### src/rtl/core/step_command_deframer_unit_macros.svh
// assertion helpers for the step command deframer
`ifndef STEP_COMMAND_DEFRAMER_UNIT_MACROS_SVH
`define STEP_COMMAND_DEFRAMER_UNIT_MACROS_SVH

`ifndef NO_ASSERTIONS
// consequent must hold in the same cycle
`define SCD_ASSERT_SAME(label, ante, cons) \
    label: assert property (@(posedge clk) disable iff (!rst_n) (ante) |-> (cons)) \
        else $error("assertion failed");
// consequent must hold in the next cycle
`define SCD_ASSERT_NEXT(label, ante, cons) \
    label: assert property (@(posedge clk) disable iff (!rst_n) (ante) |=> (cons)) \
        else $error("assertion failed");
`else
`define SCD_ASSERT_SAME(label, ante, cons)
`define SCD_ASSERT_NEXT(label, ante, cons)
`endif

`endif

### src/rtl/core/scd_pkg.sv
package scd_pkg;

    localparam int unsigned FRAME_LEN = 9;
    localparam int unsigned POS_W     = 4;
    localparam int unsigned COUNT_W   = 17;
    localparam int unsigned MAG_W     = 16;

    localparam logic [7:0] SYNC_BYTE  = 8'hAA;
    localparam logic [7:0] CHECK_BYTE = 8'hFF;

    // input mode codes
    localparam logic MODE_BYTE = 1'b0;
    localparam logic MODE_TICK = 1'b1;

    // frame slot positions
    localparam logic [POS_W-1:0] SLOT_RESYNC = 4'd2;
    localparam logic [POS_W-1:0] SLOT_LAST   = 4'd8;

    typedef logic [FRAME_LEN-1:0][7:0] frame_t;

    // slot 8 first
    localparam frame_t FRAME_RESET = {8'hFA, 8'hFF, 8'h02, 8'h00, 8'h00,
                                      8'h00, 8'h00, 8'h00, 8'h00};

    typedef logic signed [COUNT_W-1:0] count_t;

    typedef struct packed {
        logic             valid;
        logic             neg;
        logic [MAG_W-1:0] mag;
    } load_t;

    typedef struct packed {
        logic step_lr;
        logic dir_lr;
        logic step_ud;
        logic dir_ud;
    } step_t;

endpackage

### src/rtl/core/scd_if.sv
interface scd_in_if;
    logic       valid;
    logic       ready;
    logic       mode;
    logic [7:0] data_byte;

    modport source (output valid, output mode, output data_byte, input ready);
    modport sink (input valid, input mode, input data_byte, output ready);
endinterface

interface scd_out_if;
    logic                     valid;
    logic                     ready;
    logic                     frame_loaded;
    logic                     step_lr;
    logic                     dir_lr;
    logic                     step_ud;
    logic                     dir_ud;
    logic signed [16:0]       steps_left;

    modport source (output valid, output frame_loaded, output step_lr, output dir_lr,
                    output step_ud, output dir_ud, output steps_left, input ready);
    modport sink (input valid, input frame_loaded, input step_lr, input dir_lr,
                  input step_ud, input dir_ud, input steps_left, output ready);
endinterface

### src/rtl/core/step_command_deframer_unit.sv
// step command deframer
// cmd channel: one transfer is either a received serial byte (mode 0, data_byte)
// or a timer tick (mode 1). bytes build a 9-byte frame; a doubled 0xAA resyncs
// the frame and a doubled 0xFF checks it. a valid frame loads both signed step
// counts, reported by frame_loaded.
// result channel: exactly one transfer per cmd transfer, in order. on a tick,
// step_lr/step_ud pulse for each motor whose count is nonzero, dir_* gives the
// sign, and the count moves one toward zero. steps_left is the left-right count
// after the item.
// latency: the result is valid the cycle after the cmd transfer.
// throughput: one item per cycle unless result stalls; the frame and counter
// update is a single combinational pass into the state and result registers.
// stall: the result register holds while result.ready is low; cmd.ready stays
// high as long as the held result is taken in the same cycle.
// reset: frame store, write position, previous byte and counts return to their
// initial values and no result is pending.
`include "step_command_deframer_unit_macros.svh"

module step_command_deframer_unit
(
    input  logic      clk,
    input  logic      rst_n,
    scd_in_if.sink    cmd,
    scd_out_if.source result
);

    logic            accept;
    logic            byte_valid;
    logic            tick;
    scd_pkg::load_t  load;
    scd_pkg::step_t  steps;
    scd_pkg::count_t count_lr;

    logic            valid_reg;
    logic            loaded_reg;
    scd_pkg::step_t  steps_reg;
    scd_pkg::count_t count_reg;

    assign cmd.ready  = !valid_reg || result.ready;
    assign accept     = cmd.valid && cmd.ready;
    assign byte_valid = accept && (cmd.mode == scd_pkg::MODE_BYTE);
    assign tick       = accept && (cmd.mode == scd_pkg::MODE_TICK);

    scd_frame u_frame
    (
        .clk        (clk),
        .rst_n      (rst_n),
        .byte_valid (byte_valid),
        .data_byte  (cmd.data_byte),
        .load       (load)
    );

    scd_motor u_motor
    (
        .clk      (clk),
        .rst_n    (rst_n),
        .tick     (tick),
        .load     (load),
        .steps    (steps),
        .count_lr (count_lr)
    );

    always_ff @(posedge clk or negedge rst_n)
    begin
        if (!rst_n)
        begin
            valid_reg <= 1'b0;
        end
        else if (cmd.ready)
        begin
            valid_reg <= cmd.valid;
        end
    end

    // result payload
    always_ff @(posedge clk)
    begin
        if (accept)
        begin
            loaded_reg <= load.valid;
            steps_reg  <= steps;
            count_reg  <= count_lr;
        end
    end

    assign result.valid        = valid_reg;
    assign result.frame_loaded = loaded_reg;
    assign result.step_lr      = steps_reg.step_lr;
    assign result.dir_lr       = steps_reg.dir_lr;
    assign result.step_ud      = steps_reg.step_ud;
    assign result.dir_ud       = steps_reg.dir_ud;
    assign result.steps_left   = count_reg;

    `SCD_ASSERT_SAME(a_load_has_no_step, result.valid && result.frame_loaded,
                     !result.step_lr && !result.step_ud)
    `SCD_ASSERT_NEXT(a_accept_gives_result, accept, result.valid)

endmodule

### src/rtl/core/scd_frame.sv
`include "step_command_deframer_unit_macros.svh"

module scd_frame
(
    input  logic           clk,
    input  logic           rst_n,
    input  logic           byte_valid,
    input  logic [7:0]     data_byte,
    output scd_pkg::load_t load
);

    scd_pkg::frame_t                 frame_reg;
    scd_pkg::frame_t                 frame_next;
    logic [scd_pkg::POS_W-1:0]       pos_reg;
    logic [scd_pkg::POS_W-1:0]       pos_next;
    logic [7:0]                      prev_reg;
    logic [7:0]                      prev_next;
    logic                            sync_pair;
    logic                            check_pair;
    logic [9:0]                      slot_sum;
    logic                            frame_ok;

    assign sync_pair  = (data_byte == prev_reg) && (data_byte == scd_pkg::SYNC_BYTE);
    assign check_pair = (data_byte == prev_reg) && (data_byte == scd_pkg::CHECK_BYTE);

    // full-width sum of motor id, direction and both count bytes
    assign slot_sum = {2'b00, frame_reg[2]} + {2'b00, frame_reg[3]}
                    + {2'b00, frame_reg[4]} + {2'b00, frame_reg[5]};

    assign frame_ok = (slot_sum == {2'b00, frame_reg[6]}) && (frame_reg[2] == 8'h00)
                    && (frame_reg[3][7:1] == 7'd0);

    always_comb
    begin
        frame_next = frame_reg;
        pos_next   = pos_reg;
        prev_next  = prev_reg;
        load.valid = 1'b0;
        load.neg   = frame_reg[3][0];
        load.mag   = {frame_reg[4], frame_reg[5]};
        if (byte_valid)
        begin
            prev_next = data_byte;
            if (sync_pair)
            begin
                pos_next      = scd_pkg::SLOT_RESYNC;
                frame_next[0] = scd_pkg::SYNC_BYTE;
                frame_next[1] = scd_pkg::SYNC_BYTE;
            end
            else if (check_pair)
            begin
                load.valid = frame_ok;
            end
            else
            begin
                frame_next[pos_reg] = data_byte;
                pos_next = (pos_reg == scd_pkg::SLOT_LAST) ? '0 : pos_reg + 4'd1;
            end
        end
    end

    always_ff @(posedge clk or negedge rst_n)
    begin
        if (!rst_n)
        begin
            frame_reg <= scd_pkg::FRAME_RESET;
            pos_reg   <= '0;
            prev_reg  <= '0;
        end
        else
        begin
            frame_reg <= frame_next;
            pos_reg   <= pos_next;
            prev_reg  <= prev_next;
        end
    end

    `SCD_ASSERT_SAME(a_pos_in_range, 1'b1, pos_reg <= scd_pkg::SLOT_LAST)
    `SCD_ASSERT_NEXT(a_resync, byte_valid && sync_pair,
                     pos_reg == scd_pkg::SLOT_RESYNC && frame_reg[1] == scd_pkg::SYNC_BYTE)

endmodule

### src/rtl/core/scd_motor.sv
`include "step_command_deframer_unit_macros.svh"

module scd_motor
(
    input  logic            clk,
    input  logic            rst_n,
    input  logic            tick,
    input  scd_pkg::load_t  load,
    output scd_pkg::step_t  steps,
    output scd_pkg::count_t count_lr
);

    scd_pkg::count_t count_lr_reg;
    scd_pkg::count_t count_lr_next;
    scd_pkg::count_t count_ud_reg;
    scd_pkg::count_t count_ud_next;
    scd_pkg::count_t load_value;

    assign load_value = load.neg ? -$signed({1'b0, load.mag}) : $signed({1'b0, load.mag});

    always_comb
    begin
        count_lr_next = count_lr_reg;
        count_ud_next = count_ud_reg;
        steps         = '0;
        if (load.valid)
        begin
            count_lr_next = load_value;
            count_ud_next = load_value;
        end
        else if (tick)
        begin
            // each nonzero count moves one step toward zero
            if (count_lr_reg != '0)
            begin
                steps.step_lr = 1'b1;
                steps.dir_lr  = count_lr_reg[scd_pkg::COUNT_W-1];
                count_lr_next = count_lr_reg[scd_pkg::COUNT_W-1] ? count_lr_reg + 17'sd1
                                                                   : count_lr_reg - 17'sd1;
            end
            if (count_ud_reg != '0)
            begin
                steps.step_ud = 1'b1;
                steps.dir_ud  = count_ud_reg[scd_pkg::COUNT_W-1];
                count_ud_next = count_ud_reg[scd_pkg::COUNT_W-1] ? count_ud_reg + 17'sd1
                                                                   : count_ud_reg - 17'sd1;
            end
        end
    end

    assign count_lr = count_lr_next;

    always_ff @(posedge clk or negedge rst_n)
    begin
        if (!rst_n)
        begin
            count_lr_reg <= '0;
            count_ud_reg <= '0;
        end
        else
        begin
            count_lr_reg <= count_lr_next;
            count_ud_reg <= count_ud_next;
        end
    end

    `SCD_ASSERT_NEXT(a_idle_lr_stays, tick && !load.valid && count_lr_reg == '0,
                     count_lr_reg == '0)
    `SCD_ASSERT_SAME(a_no_load_on_tick, tick, !load.valid)

endmodule

### src/flat_wrapper.sv
// flat-port wrapper written by rule: the top's interface ports become plain ports
module step_command_deframer_unit_flat 
  (clk, rst_n, cmd_valid, cmd_mode, cmd_data_byte, cmd_ready, result_valid, result_frame_loaded, result_step_lr, result_dir_lr, result_step_ud, result_dir_ud, result_steps_left, result_ready);
  scd_in_if cmd_i ();
  scd_out_if result_i ();
  input  logic clk;
  input  logic rst_n;
  input wire logic [$bits(cmd_i.valid)-1:0] cmd_valid;
  input wire logic [$bits(cmd_i.mode)-1:0] cmd_mode;
  input wire logic [$bits(cmd_i.data_byte)-1:0] cmd_data_byte;
  output wire logic [$bits(cmd_i.ready)-1:0] cmd_ready;
  output wire logic [$bits(result_i.valid)-1:0] result_valid;
  output wire logic [$bits(result_i.frame_loaded)-1:0] result_frame_loaded;
  output wire logic [$bits(result_i.step_lr)-1:0] result_step_lr;
  output wire logic [$bits(result_i.dir_lr)-1:0] result_dir_lr;
  output wire logic [$bits(result_i.step_ud)-1:0] result_step_ud;
  output wire logic [$bits(result_i.dir_ud)-1:0] result_dir_ud;
  output wire logic [$bits(result_i.steps_left)-1:0] result_steps_left;
  input wire logic [$bits(result_i.ready)-1:0] result_ready;
  assign cmd_i.valid = cmd_valid;
  assign cmd_i.mode = cmd_mode;
  assign cmd_i.data_byte = cmd_data_byte;
  assign cmd_ready = cmd_i.ready;
  assign result_valid = result_i.valid;
  assign result_frame_loaded = result_i.frame_loaded;
  assign result_step_lr = result_i.step_lr;
  assign result_dir_lr = result_i.dir_lr;
  assign result_step_ud = result_i.step_ud;
  assign result_dir_ud = result_i.dir_ud;
  assign result_steps_left = result_i.steps_left;
  assign result_i.ready = result_ready;
  step_command_deframer_unit u_core (.clk(clk), .rst_n(rst_n), .cmd(cmd_i), .result(result_i));
endmodule
### config.mk
export PLATFORM = sky130hd
export DESIGN_NAME = step_command_deframer_unit_flat
export DESIGN_NICKNAME = d
export VERILOG_FILES = /design/src/rtl/core/scd_pkg.sv /design/src/rtl/core/scd_if.sv /design/src/rtl/core/step_command_deframer_unit.sv /design/src/rtl/core/scd_frame.sv /design/src/rtl/core/scd_motor.sv /design/src/flat_wrapper.sv
export VERILOG_INCLUDE_DIRS = /design/src /design/src/rtl/core
export SDC_FILE = /design/constraint.sdc
export NUM_CORES = 1
export LEC_CHECK = 0
export BUFFER_PORTS_ARGS = -buffer_cell sky130_fd_sc_hd__buf_4
export CORE_MARGIN = 10
export CORE_UTILIZATION = 25
export CTS_CLUSTER_SIZE = 8
export DETAILED_ROUTE_END_ITERATION = 8
export MAX_ROUTING_LAYER = met4
export PLACE_DENSITY = 0.45
export SYNTH_ARGS = -nofsm -noshare
export SYNTH_HDL_FRONTEND = slang
export SYNTH_HIERARCHICAL = 1
export SYNTH_SLANG_ARGS = --single-unit
### constraint.sdc
create_clock -name clk -period 7.7 [get_ports clk]
set_clock_uncertainty 0.15 [all_clocks]
set_input_delay 1.155 -clock clk [delete_from_list [all_inputs] [get_ports clk]]
set_output_delay 1.155 -clock clk [all_outputs]
set_load 0.02 [all_outputs]
==> summary.md, run 1 <==
| Metric | Value |
|---|---|
| Outcome | `complete, no violations` |
| Mapped Area | `7360 µm²` |
| Yosys cell types | `76` |
| RSZ-0062 raised after global routing | `false` |
| # hold bufs at CTS | `0` |
| Setup violators final | `0` |
| Pwr dens | `489.0 nW/µm²` |
| Diode count | `0` |
| Die Footprint | `36700 µm²` |
| Sequential Area | `2839 µm²` |
| Global-route wire length before repair | `30660 µm` |
| Multi-input logic area | `4154 µm²` |
| Min Tclk post-route | `5.276 ns` |
| Syn Inst Count | `702` |
| Lkg Pwr | `3.490 nW` |
| Actual slew at the worst max-slew pin | `0.7304 ns` |
| Maxcap violations | `0` |
| Pre-CTS setup slack | `2.413 ns` |
| Ports | `37` |
| Tot Pwr | `0.004005 W` |
| CTS buffer count | `9` |
| Routed len/inst | `17.43 µm` |
| Sequential share of the synthesized area | `38.58%` |
| Final setup margin | `2.424 ns` |
| Max reg flops | `23` |
| Root Driver | `clkbuf_16` |
| Reg2Reg Launch Point | `u_core/u_frame/load[1]$_DFFE_PN0P_` |
| Area delta synth->final | `11.29%` |
| Cts repair resizes | `0` |
| Clock buffer depth | `2` |
| Post-CTS Setup Bufs | `0` |
| Layout cells sized above 1 | `14.41%` |
| CP max FO | `15` |
| Fmax | `189.5 MHz` |
| Critical Path Source Type | `flip-flop` |
| Total gr overflow | `0` |
| CP Capture Point | `u_core/result.steps_left[15]$_DFFE_PP_` |
| Largest net degree at the start of global routing | `55` |
| Nets@finish | `785` |
| Hold Fails Final Rpt | `0` |
| Synthesized Nets | `777` |
| FF-to-FF path depth | `16` |
| Fin Setup TNS | `0 ns` |
| FILL cells | `3064` |
| Syn Area/Cell | `10.48 µm²` |
| Post-synthesis sequential element count | `109` |
| Critical Path AT | `5.23 ns` |
| CTS Sinks | `109` |
| Post-synth EDFFs | `22` |
| Detailed Routing Iterations Pass 1 | `4` |
| Synth area leader | `dfrtp_1` |
| Final Wtd Congestion | `0.8241` |
| CP Data Required Time | `7.65 ns` |
| H-tree levels | `3` |
| Drt total wl | `19150 µm` |
| CP startpoint | `u_core/u_frame/load[1]$_DFFE_PN0P_` |
| Global Route Usage Sum | `10.92%` |
| Post-synth top area share | `29.24%` |
| Synth area leaders | `dfrtp_1 29%, edfxtp_1 9.0%, ha_1 7.5%, fa_1 4.9%, mux2_2 4.9%` |
| Most common cell after layout, fill and taps aside | `dfrtp_1` |
| Num rows | `62` |
| Initial antenna violation count | `0` |
| DR DRC count | `0` |
| Slew HR | `51.01%` |
| Most frequent cells in the layout | `86 x dfrtp_1, 44 x ha_1, 41 x buf_4, 39 x a21oi_1, 39 x nor2_1` |
| Core area | `28860 µm²` |
| Max-slew violations | `0` |
| Post-route ant nets | `0` |
| Initial DRC Count | `352` |
| Initial Util | `25.50%` |
| CTS tree | `yes` |
| Worst min path class | `reg2reg` |
| Reg clk slew, reported paths | `0.08 ns` |
| Vias in the first global route | `5337` |
| Die X | `191.6 µm` |
| Top FF cell, synth | `dfrtp_1` |
| Util after Layout | `28.38%` |
| Max VDD drop | `0.1814 mV` |
| Port Buffer Count | `36` |
| Reg-to-Reg End | `u_core/result.steps_left[15]$_DFFE_PP_` |
| Reg-to-reg slack, setup | `2.42 ns` |
| Via density | `4.795` |
| Clock latency on the worst-skew pair | `0.37 ns` |
| Crit Path Class | `reg2reg` |
| Final period util | `68.52%` |
| Vias | `5270` |
| Ys async rst share | `79.82%` |
| Critical path endpoint category | `flip-flop` |
| Die height | `191.6 µm` |
| Yosys Warn Count | `6` |
| HPWL Detailed | `14520 µm` |
==> synth_stat cells (all sizes together) (8+ instances only) <==
library cell,count
a21o,15
xor2,26
fa,18
a31oi,8
a211oi,12
clkbuf,13
dfrtp,86
nand2b,9
inv,30
nand3,13
nand2,38
a21oi,39
nor2,40
mux2,48
edfxtp,22
and2,8
o31ai,8
and3,11
buf,31
xnor2,25
o21ai,31
ha,44
nor4,16
and4,8
==> cells by family after synthesis <==
logic type / Yosys count / share of synthesized area, %
simple gates: 188 / 14.64
compound gates: 163 / 14.88
flops: 109 / 38.58
buf+inv: 74 / 5.168
fa+ha+maj: 62 / 12.38
mux: 55 / 8.297
xor+xnor: 51 / 6.069
==> worst max-delay path, cell delays in order (launching register included) <==
cell and delay [ns]:
dfrtp_1 0.46, fa_1 0.55, inv_1 0.06, fa_1 0.50
inv_1 0.04, ha_1 0.22, fa_1 0.41, a211oi_1 0.43
o2111ai_1 0.18, o221ai_1 0.19, nand3_1 0.12, a2111oi_2 0.46
inv_1 0.41, a211oi_1 0.44, nor2_2 0.12, or4b_1 0.18
nand3_1 0.09
==> worst min-delay path by stage <==
stage,endpoint,cells after the start,start
2_1_floorplan,u_core/u_frame/frame_reg[48]$_DFFE_PN0P_,1,u_core/u_frame/frame_reg[48]$_DFFE_PN0P_
3_3_place_gp,u_core/u_frame/prev_reg[1]$_DFFE_PN0P_,1,u_core/u_frame/prev_reg[1]$_DFFE_PN0P_
3_5_place_dp,u_core/u_frame/prev_reg[1]$_DFFE_PN0P_,1,u_core/u_frame/prev_reg[1]$_DFFE_PN0P_
4_1_cts,u_core/u_frame/prev_reg[1]$_DFFE_PN0P_,1,u_core/u_frame/prev_reg[1]$_DFFE_PN0P_
5_1_grt,u_core/u_frame/prev_reg[3]$_DFFE_PN0P_,1,u_core/u_frame/prev_reg[3]$_DFFE_PN0P_
6_report,u_core/u_frame/prev_reg[5]$_DFFE_PN0P_,1,u_core/u_frame/prev_reg[5]$_DFFE_PN0P_
==> per-stage QoR <==
stage,std cells,area (µm²),hold slack [ns]
5_1_grt,1099,8190,0.3803
3_3_place_gp,1083,7894,0.3403
4_1_cts,1099,8190,0.3636
6_report,1099,8190,0.3598
3_5_place_dp,1083,7894,0.3465
2_1_floorplan,702,7360,0.3295
==> per-layer routing <==
metal | up-vias | GRT usage [%] | wire, µm
li1 | 2585 | - | -
met1 | 2606 | 14.08 | 8989
met2 | 62 | 17.38 | 9248
met3 | 17 | 2.158 | 657
met4 | 0 | 2.464 | 258
met5 | - | - | 0
==> where the power goes <==
group,switching [W],internal (W)
combinational,0.00136,0.00108
sequential,0.000269,0.000823
clock,0.000222,0.000249
==> area by class of cell <==
type	instances	area share, %
clock buffer	12	3.269
clock inverter	4	0.3514
inverter	30	1.375
multi-input combinational	519	50.72
sequential	109	34.66
tap	384	5.866
timing repair buffer	41	3.758
No activity file was read; power rests on OpenSTA's default activity.
==> inputs of run 2 (changes only) <==
==> constraint.sdc (replaced) <==
create_clock -name clk -period 5.39 [get_ports clk]
set_clock_uncertainty 0.15 [all_clocks]
set_input_delay 0.8085 -clock clk [delete_from_list [all_inputs] [get_ports clk]]
set_output_delay 0.8085 -clock clk [all_outputs]
set_load 0.02 [all_outputs]
==> summary.md, run 2 (same netlist as run 1, synthesis figures left out) <==
| Metric | Value |
|---|---|
| Outcome | `complete, no violations` |
| Reg-to-reg slack, setup | `0.48 ns (-1.94 ns)` |
| Hold Crit Endpoint | `u_core/u_frame/prev_reg[7]$_DFFE_PN0P_` |
| CTS buffer count | `9 (unchanged)` |
| Via density | `4.839 (+0.90%)` |
| Layout Cells excl Fill | `1103 (+0.36%)` |
| Max-slew violations | `0 (unchanged)` |
| Clock buffer depth | `2 (unchanged)` |
| # hold bufs at CTS | `0 (unchanged)` |
| Layout cells sized above 1 | `14.88% (+0.48 points)` |
| FF-to-FF path depth | `17 (+1)` |
| RSZ-0062 raised after global routing | `false` |
| Global-route wire length before repair | `30910 µm (+0.79%)` |
| Max reg flops | `23 (unchanged)` |
| Maxcap violations | `0 (unchanged)` |
| Fmax | `203.8 MHz (+7.5%)` |
| Crit Path Class | `reg2reg` |
| Sequential Area | `2839 µm² (unchanged)` |
| Global Route Usage Sum | `10.94% (+0.016 points)` |
| Reg-to-Reg End | `u_core/result.steps_left[15]$_DFFE_PP_` |
| FILL cells | `3063 (-0.033%)` |
| Lkg Pwr | `3.519 nW (+0.83%)` |
| Initial DRC Count | `323 (-8.2%)` |
| Drt total wl | `19340 µm (+0.99%)` |
| Clock latency on the worst-skew pair | `0.36 ns (about the same)` |
| Diode count | `0 (unchanged)` |
| Critical Path Source Type | `flip-flop` |
| Num rows | `62 (unchanged)` |
| Max VDD drop | `0.2482 mV (+37%)` |
| Ports | `37 (unchanged)` |
| Total gr overflow | `0 (unchanged)` |
| Reg clk slew, reported paths | `0.08 ns (about the same)` |
| H-tree levels | `3 (unchanged)` |
| Placed cells | `1087 (+0.37%)` |
| CTS tree | `yes` |
| Post-route ant nets | `0 (unchanged)` |
| Root Driver | `clkbuf_16` |
| CTS Sinks | `109 (unchanged)` |
| Die X | `191.6 µm (unchanged)` |
| Routed len/inst | `17.54 µm (+0.62%)` |
| Vias in the first global route | `5456 (+2.2%)` |
| Reg2Reg Launch Point | `u_core/u_frame/load[1]$_DFFE_PN0P_` |
| Hold Fails Final Rpt | `0 (unchanged)` |
| Min Tclk post-route | `4.907 ns (-0.3685 ns)` |
| CP max FO | `7 (-8)` |
| Crit-path slowest cell | `fa_1` |
| Core area | `28860 µm² (unchanged)` |
| Die height | `191.6 µm (unchanged)` |
| Fin Setup TNS | `0 ns (unchanged)` |
| CP Cell Sequence | `fa_1 -> inv_1 -> fa_1 -> inv_1 -> ha_1 -> fa_1 -> a211oi_2 -> o2111ai_1 -> o221ai_1 -> nand3_1 -> a2111oi_2 -> buf_4 -> inv_1 -> a211oi_1 -> nor2_2 -> or4b_1 -> nand3_1` |
| Post-CTS Setup Bufs | `0 (unchanged)` |
| Worst min path class | `reg2reg` |
| HPWL Detailed | `14500 µm (-0.10%)` |
| Port Buffer Count | `36 (unchanged)` |
| DR DRC count | `0 (unchanged)` |
| Most common cell after layout, fill and taps aside | `dfrtp_1` |
| Setup violators final | `0 (unchanged)` |
| Pwr dens | `695.4 nW/µm² (+42%)` |
| Nets@finish | `789 (+0.51%)` |
| Initial Util | `25.50% (unchanged)` |
| Vias | `5337 (+1.3%)` |
| Largest net degree at the start of global routing | `57 (+3.6%)` |
| Most frequent cells in the layout | `86 x dfrtp_1, 44 x buf_4, 44 x ha_1, 39 x a21oi_1, 39 x nor2_1` |
| Detailed Routing Iterations Pass 1 | `5 (+1)` |
| Max incr delay on CP | `0.55 ns (about the same)` |
| Actual slew at the worst max-slew pin | `1.118 ns (+0.3878 ns)` |
| Critical path endpoint category | `flip-flop` |
| CP Data Required Time | `5.33 ns (-2.32 ns)` |
| Final period util | `91.04% (+23 points)` |
| Area delta synth->final | `11.95%` |
| Critical Path AT | `4.85 ns (-0.38 ns)` |
| Final Wtd Congestion | `0.9056 (+9.9%)` |
| Tot Pwr | `0.005730 W (+43%)` |
| Slew HR | `25.00% (-26 points)` |
| Hold Path Depth | `1 (unchanged)` |
| Die Footprint | `36700 µm² (unchanged)` |
| Min-delay src | `u_core/u_frame/prev_reg[7]$_DFFE_PN0P_` |
| Initial antenna violation count | `0 (unchanged)` |
| Multi-input logic area | `4159 µm² (+0.12%)` |
## run 2: cell count changes in the layout (fill, tap and decap cells not counted), sizes merged
cell | previous run | this run
clkinv | 1 | 2
buf | 41 | 45
clkinvlp | 2 | 0
clkbuf | 12 | 13
## run 2: where the power goes
group,internal (W),switching (W)
logic,0.00155,0.00195
clock network,0.000359,0.000310
registers,0.00118,0.000377
## run 2: worst max-delay path: cells and delay by family, from the launching register on
kind / cells / cell delay, ns
AO/OA/AOI/OAI: 5 / 1.45
flip-flops: 1 / 0.47
buffers and inverters: 4 / 0.37
adder cells (fa/ha/maj): 4 / 1.68
AND/OR/NAND/NOR: 4 / 0.52
## run 2: worst max-delay path by stage
stage	from	to	slack, ns	cells after the start
6_report	u_core/u_frame/load[1]$_DFFE_PN0P_	u_core/result.steps_left[15]$_DFFE_PP_	0.48	17
4_1_cts	u_core/u_frame/load[1]$_DFFE_PN0P_	u_core/result.steps_left[15]$_DFFE_PP_	0.36	17
2_1_floorplan	u_core/u_frame/load[1]$_DFFE_PN0P_	u_core/result.steps_left[14]$_DFFE_PP_	0.69	17
3_3_place_gp	u_core/u_frame/load[1]$_DFFE_PN0P_	u_core/result.steps_left[15]$_DFFE_PP_	0.51	17
3_5_place_dp	u_core/u_frame/load[1]$_DFFE_PN0P_	u_core/result.steps_left[15]$_DFFE_PP_	0.38	17
5_1_grt	u_core/u_frame/load[1]$_DFFE_PN0P_	u_core/result.steps_left[15]$_DFFE_PP_	0.15	17
## run 2: routing by layer
metal / track usage [%] / share of wire [%] / vias up
met3: 1.832 / 3.1 / 25
met1: 14.29 / 48 / 2644
li1: - / - / 2586
met2: 17.29 / 47 / 82
met4: 2.734 / 1.4 / 0
met5: - / 0 / -
## run 2: repair_timing
action                                  CTS  global route
endpoints found under the hold margin     0             0
resized for setup                         0             1
endpoints found under the setup margin    0             1
## run 2: area by class of cell
cell class                      count  share of cell area, %
Tap cell                          384                  5.831
Multi-Input combinational cell    519                  50.48
Sequential cell                   109                  34.46
Clock inverter                      3                 0.3189
Clock buffer                       13                  3.295
Timing Repair Buffer               45                  4.252
Inverter                           30                  1.367
## run 2: per-stage QoR
step                area (µm²)  utilization [%]  setup WS [ns]  hold slack [ns]
CTS                       8234            28.53         0.3623           0.3654
global placement          7936            27.50         0.5089           0.3423
detailed placement        7936            27.50         0.3817           0.3461
global route              8239            28.55         0.1525           0.3901
finish                    8239            28.55         0.4828           0.3607
floorplan                 7360                -         0.6914           0.3295
==> inputs of run 3 (changes only) <==
--- a/config.mk
+++ b/config.mk
@@ -13,6 +13,7 @@
 export DETAILED_ROUTE_END_ITERATION = 8
 export MAX_ROUTING_LAYER = met4
 export PLACE_DENSITY = 0.45
+export RECOVER_POWER = 50
 export SYNTH_ARGS = -nofsm -noshare
 export SYNTH_HDL_FRONTEND = slang
 export SYNTH_HIERARCHICAL = 1
==> summary.md, run 3 (same netlist as run 1, synthesis figures left out) <==
| Metric | Value |
|---|---|
| Outcome | `finished, violations left` |
| Violated checks | `capacitance limit, slew limit` |
| Reg2Reg Launch Point | `u_core/u_frame/load[1]$_DFFE_PN0P_` |
| CP max FO | `7 (unchanged)` |
| Area delta synth->final | `11.51%` |
| Global Route Usage Sum | `10.94% (unchanged)` |
| Clock buffer depth | `2 (unchanged)` |
| Layout cells sized above 1 | `13.91% (-0.97 points)` |
| Clock latency on the worst-skew pair | `0.36 ns (about the same)` |
| Root Driver | `clkbuf_16` |
| Total gr overflow | `0 (unchanged)` |
| Nets@finish | `789 (unchanged)` |
| Initial DRC Count | `307 (-5.0%)` |
| Die X | `191.6 µm (unchanged)` |
| HPWL Detailed | `14500 µm (unchanged)` |
| CP Cell Sequence | `fa_1 -> inv_1 -> fa_1 -> inv_1 -> ha_1 -> fa_1 -> a211oi_2 -> o2111ai_1 -> o221ai_1 -> nand3_1 -> a2111oi_2 -> buf_4 -> inv_1 -> a211oi_1 -> nor2_2 -> or4b_1 -> nand3_1` |
| Diode count | `0 (unchanged)` |
| Final period util | `90.95% (about the same)` |
| Vias | `5310 (-0.51%)` |
| Reg clk slew, reported paths | `0.08 ns (about the same)` |
| Max-slew violations | `57 (+57)` |
| Crit Path Class | `reg2reg` |
| Reg-to-reg slack, setup | `0.49 ns (about the same)` |
| Critical Path Source Type | `flip-flop` |
| Crit path buf inv count | `4 (unchanged)` |
| CTS tree | `yes` |
| Port Buffer Count | `36 (unchanged)` |
| Actual slew at the worst max-slew pin | `3.364 ns (+2.246 ns)` |
| # hold bufs at CTS | `0 (unchanged)` |
| Worst min path class | `reg2reg` |
| Via density | `4.814 (-0.51%)` |
| Routed len/inst | `17.48 µm (-0.35%)` |
| Reg power frac | `27.1% (about the same)` |
| Layout Cells excl Fill | `1103 (unchanged)` |
| Clock power frac | `11.7% (about the same)` |
| Num rows | `62 (unchanged)` |
| Cell family with most CP delay | `adder cells` |
| Vias in the first global route | `5456 (unchanged)` |
| CP startpoint | `u_core/u_frame/load[1]$_DFFE_PN0P_` |
| Internal cell power | `0.003082 W (-0.21%)` |
| Placed cells | `1087 (unchanged)` |
| Crit-path slowest cell | `fa_1` |
| Setup violators final | `0 (unchanged)` |
| Detailed Routing Iterations Pass 1 | `4 (-1)` |
| Post-CTS Setup Bufs | `0 (unchanged)` |
| Ports | `37 (unchanged)` |
| Cts repair resizes | `0 (unchanged)` |
| CTS buffer count | `9 (unchanged)` |
| Die Footprint | `36700 µm² (unchanged)` |
| Drt total wl | `19280 µm (-0.35%)` |
| CP Data Required Time | `5.33 ns (about the same)` |
| Comb pwr share | `61.2% (about the same)` |
| DR DRC count | `0 (unchanged)` |
| Most frequent cells in the layout | `86 x dfrtp_1, 44 x ha_1, 39 x a21oi_1, 39 x nor2_1, 38 x nand2_1` |
| Max VDD drop | `0.2478 mV (-0.16%)` |
| H-tree levels | `3 (unchanged)` |
| Critical Path AT | `4.85 ns (about the same)` |
| Psw | `0.002637 W (-0.15%)` |
| Core area | `28860 µm² (unchanged)` |
| Global-route wire length before repair | `30910 µm (unchanged)` |
| Hold Fails Final Rpt | `0 (unchanged)` |
| Post-DP Area | `7936 µm² (unchanged)` |
| Initial Util | `25.50% (unchanged)` |
| CTS Sinks | `109 (unchanged)` |
| Die height | `191.6 µm (unchanged)` |
| Initial antenna violation count | `0 (unchanged)` |
| Pwr dens | `696.9 nW/µm² (+0.21%)` |
| Min Tclk post-route | `4.902 ns (-0.004785 ns)` |
| Fin Setup TNS | `0 ns (unchanged)` |
| Sw frac | `46.11% (about the same)` |
| Lkg Pwr | `3.490 nW (-0.85%)` |
| Final Wtd Congestion | `0.9056 (unchanged)` |
| Post-route ant nets | `0 (unchanged)` |
| Largest net degree at the start of global routing | `57 (unchanged)` |
| Critical path endpoint category | `flip-flop` |
| Max incr delay on CP | `0.55 ns (about the same)` |
| Slew HR | `-124.3% (-150 points)` |
| Max reg flops | `23 (unchanged)` |
| Most common cell after layout, fill and taps aside | `dfrtp_1` |
| RSZ-0062 raised after global routing | `false` |
| Final instance area | `8207 µm² (-0.39%)` |
| Fmax | `204.0 MHz (about the same)` |
| Maxcap violations | `1 (+1)` |
| Min-delay src | `u_core/u_frame/prev_reg[7]$_DFFE_PN0P_` |
| Hold Slack | `0.3608 ns (+0.00007600 ns)` |
## run 3: layer usage
layer / GRT usage, % / part of all wire [%] / vias to the layer above
li1: - / - / 2585
met1: 14.29 / 48 / 2631
met2: 17.29 / 47 / 73
met3: 1.832 / 3.5 / 21
met4: 2.734 / 1.4 / 0
met5: - / 0 / -
## run 3: per-stage QoR
step / setup slack, ns / utilization, % / total power (W)
floorplan: 0.6914 / - / 0.004228
global placement: 0.5089 / 27.50 / 0.005073
detailed placement: 0.3817 / 27.50 / 0.005046
CTS: 0.3623 / 28.53 / 0.005753
global route: 0.1525 / 28.44 / 0.006267
finish: 0.4876 / 28.44 / 0.005719
## run 3: power by group through the flow
stage               sequential, W  combinational, W  clock, W
CTS                       0.00156           0.00350  0.000697
global placement          0.00158           0.00350         0
detailed placement        0.00157           0.00348         0
floorplan                 0.00143           0.00279         0
global route              0.00160           0.00394  0.000725
finish                    0.00155           0.00350  0.000669
## run 3: worst paths after layout
| check | depth (start not counted) | to |
|---|---|---|
| hold reg to reg | 1 | u_core/u_frame/prev_reg[7]$_DFFE_PN0P_ |
| hold / removal | 1 | u_core/u_frame/prev_reg[7]$_DFFE_PN0P_ |
| setup reg to reg | 17 | u_core/result.steps_left[15]$_DFFE_PP_ |
| min in group asynchronous | 1 | u_core/u_motor/count_ud_reg[16]$_DFFE_PN0P_ |
| setup / recovery | 17 | u_core/result.steps_left[15]$_DFFE_PP_ |
| max in group asynchronous | 2 | u_core/u_frame/load[11]$_DFFE_PN0P_ |
## run 3: layout make-up
class | instances | area, µm²
fill | 3062 | 20650
multi-input combinational | 519 | 4151
sequential | 109 | 2839
tap | 384 | 480.5
timing repair buffer | 45 | 325.3
clock buffer | 13 | 271.5
inverter | 30 | 112.6
clock inverter | 3 | 26.28
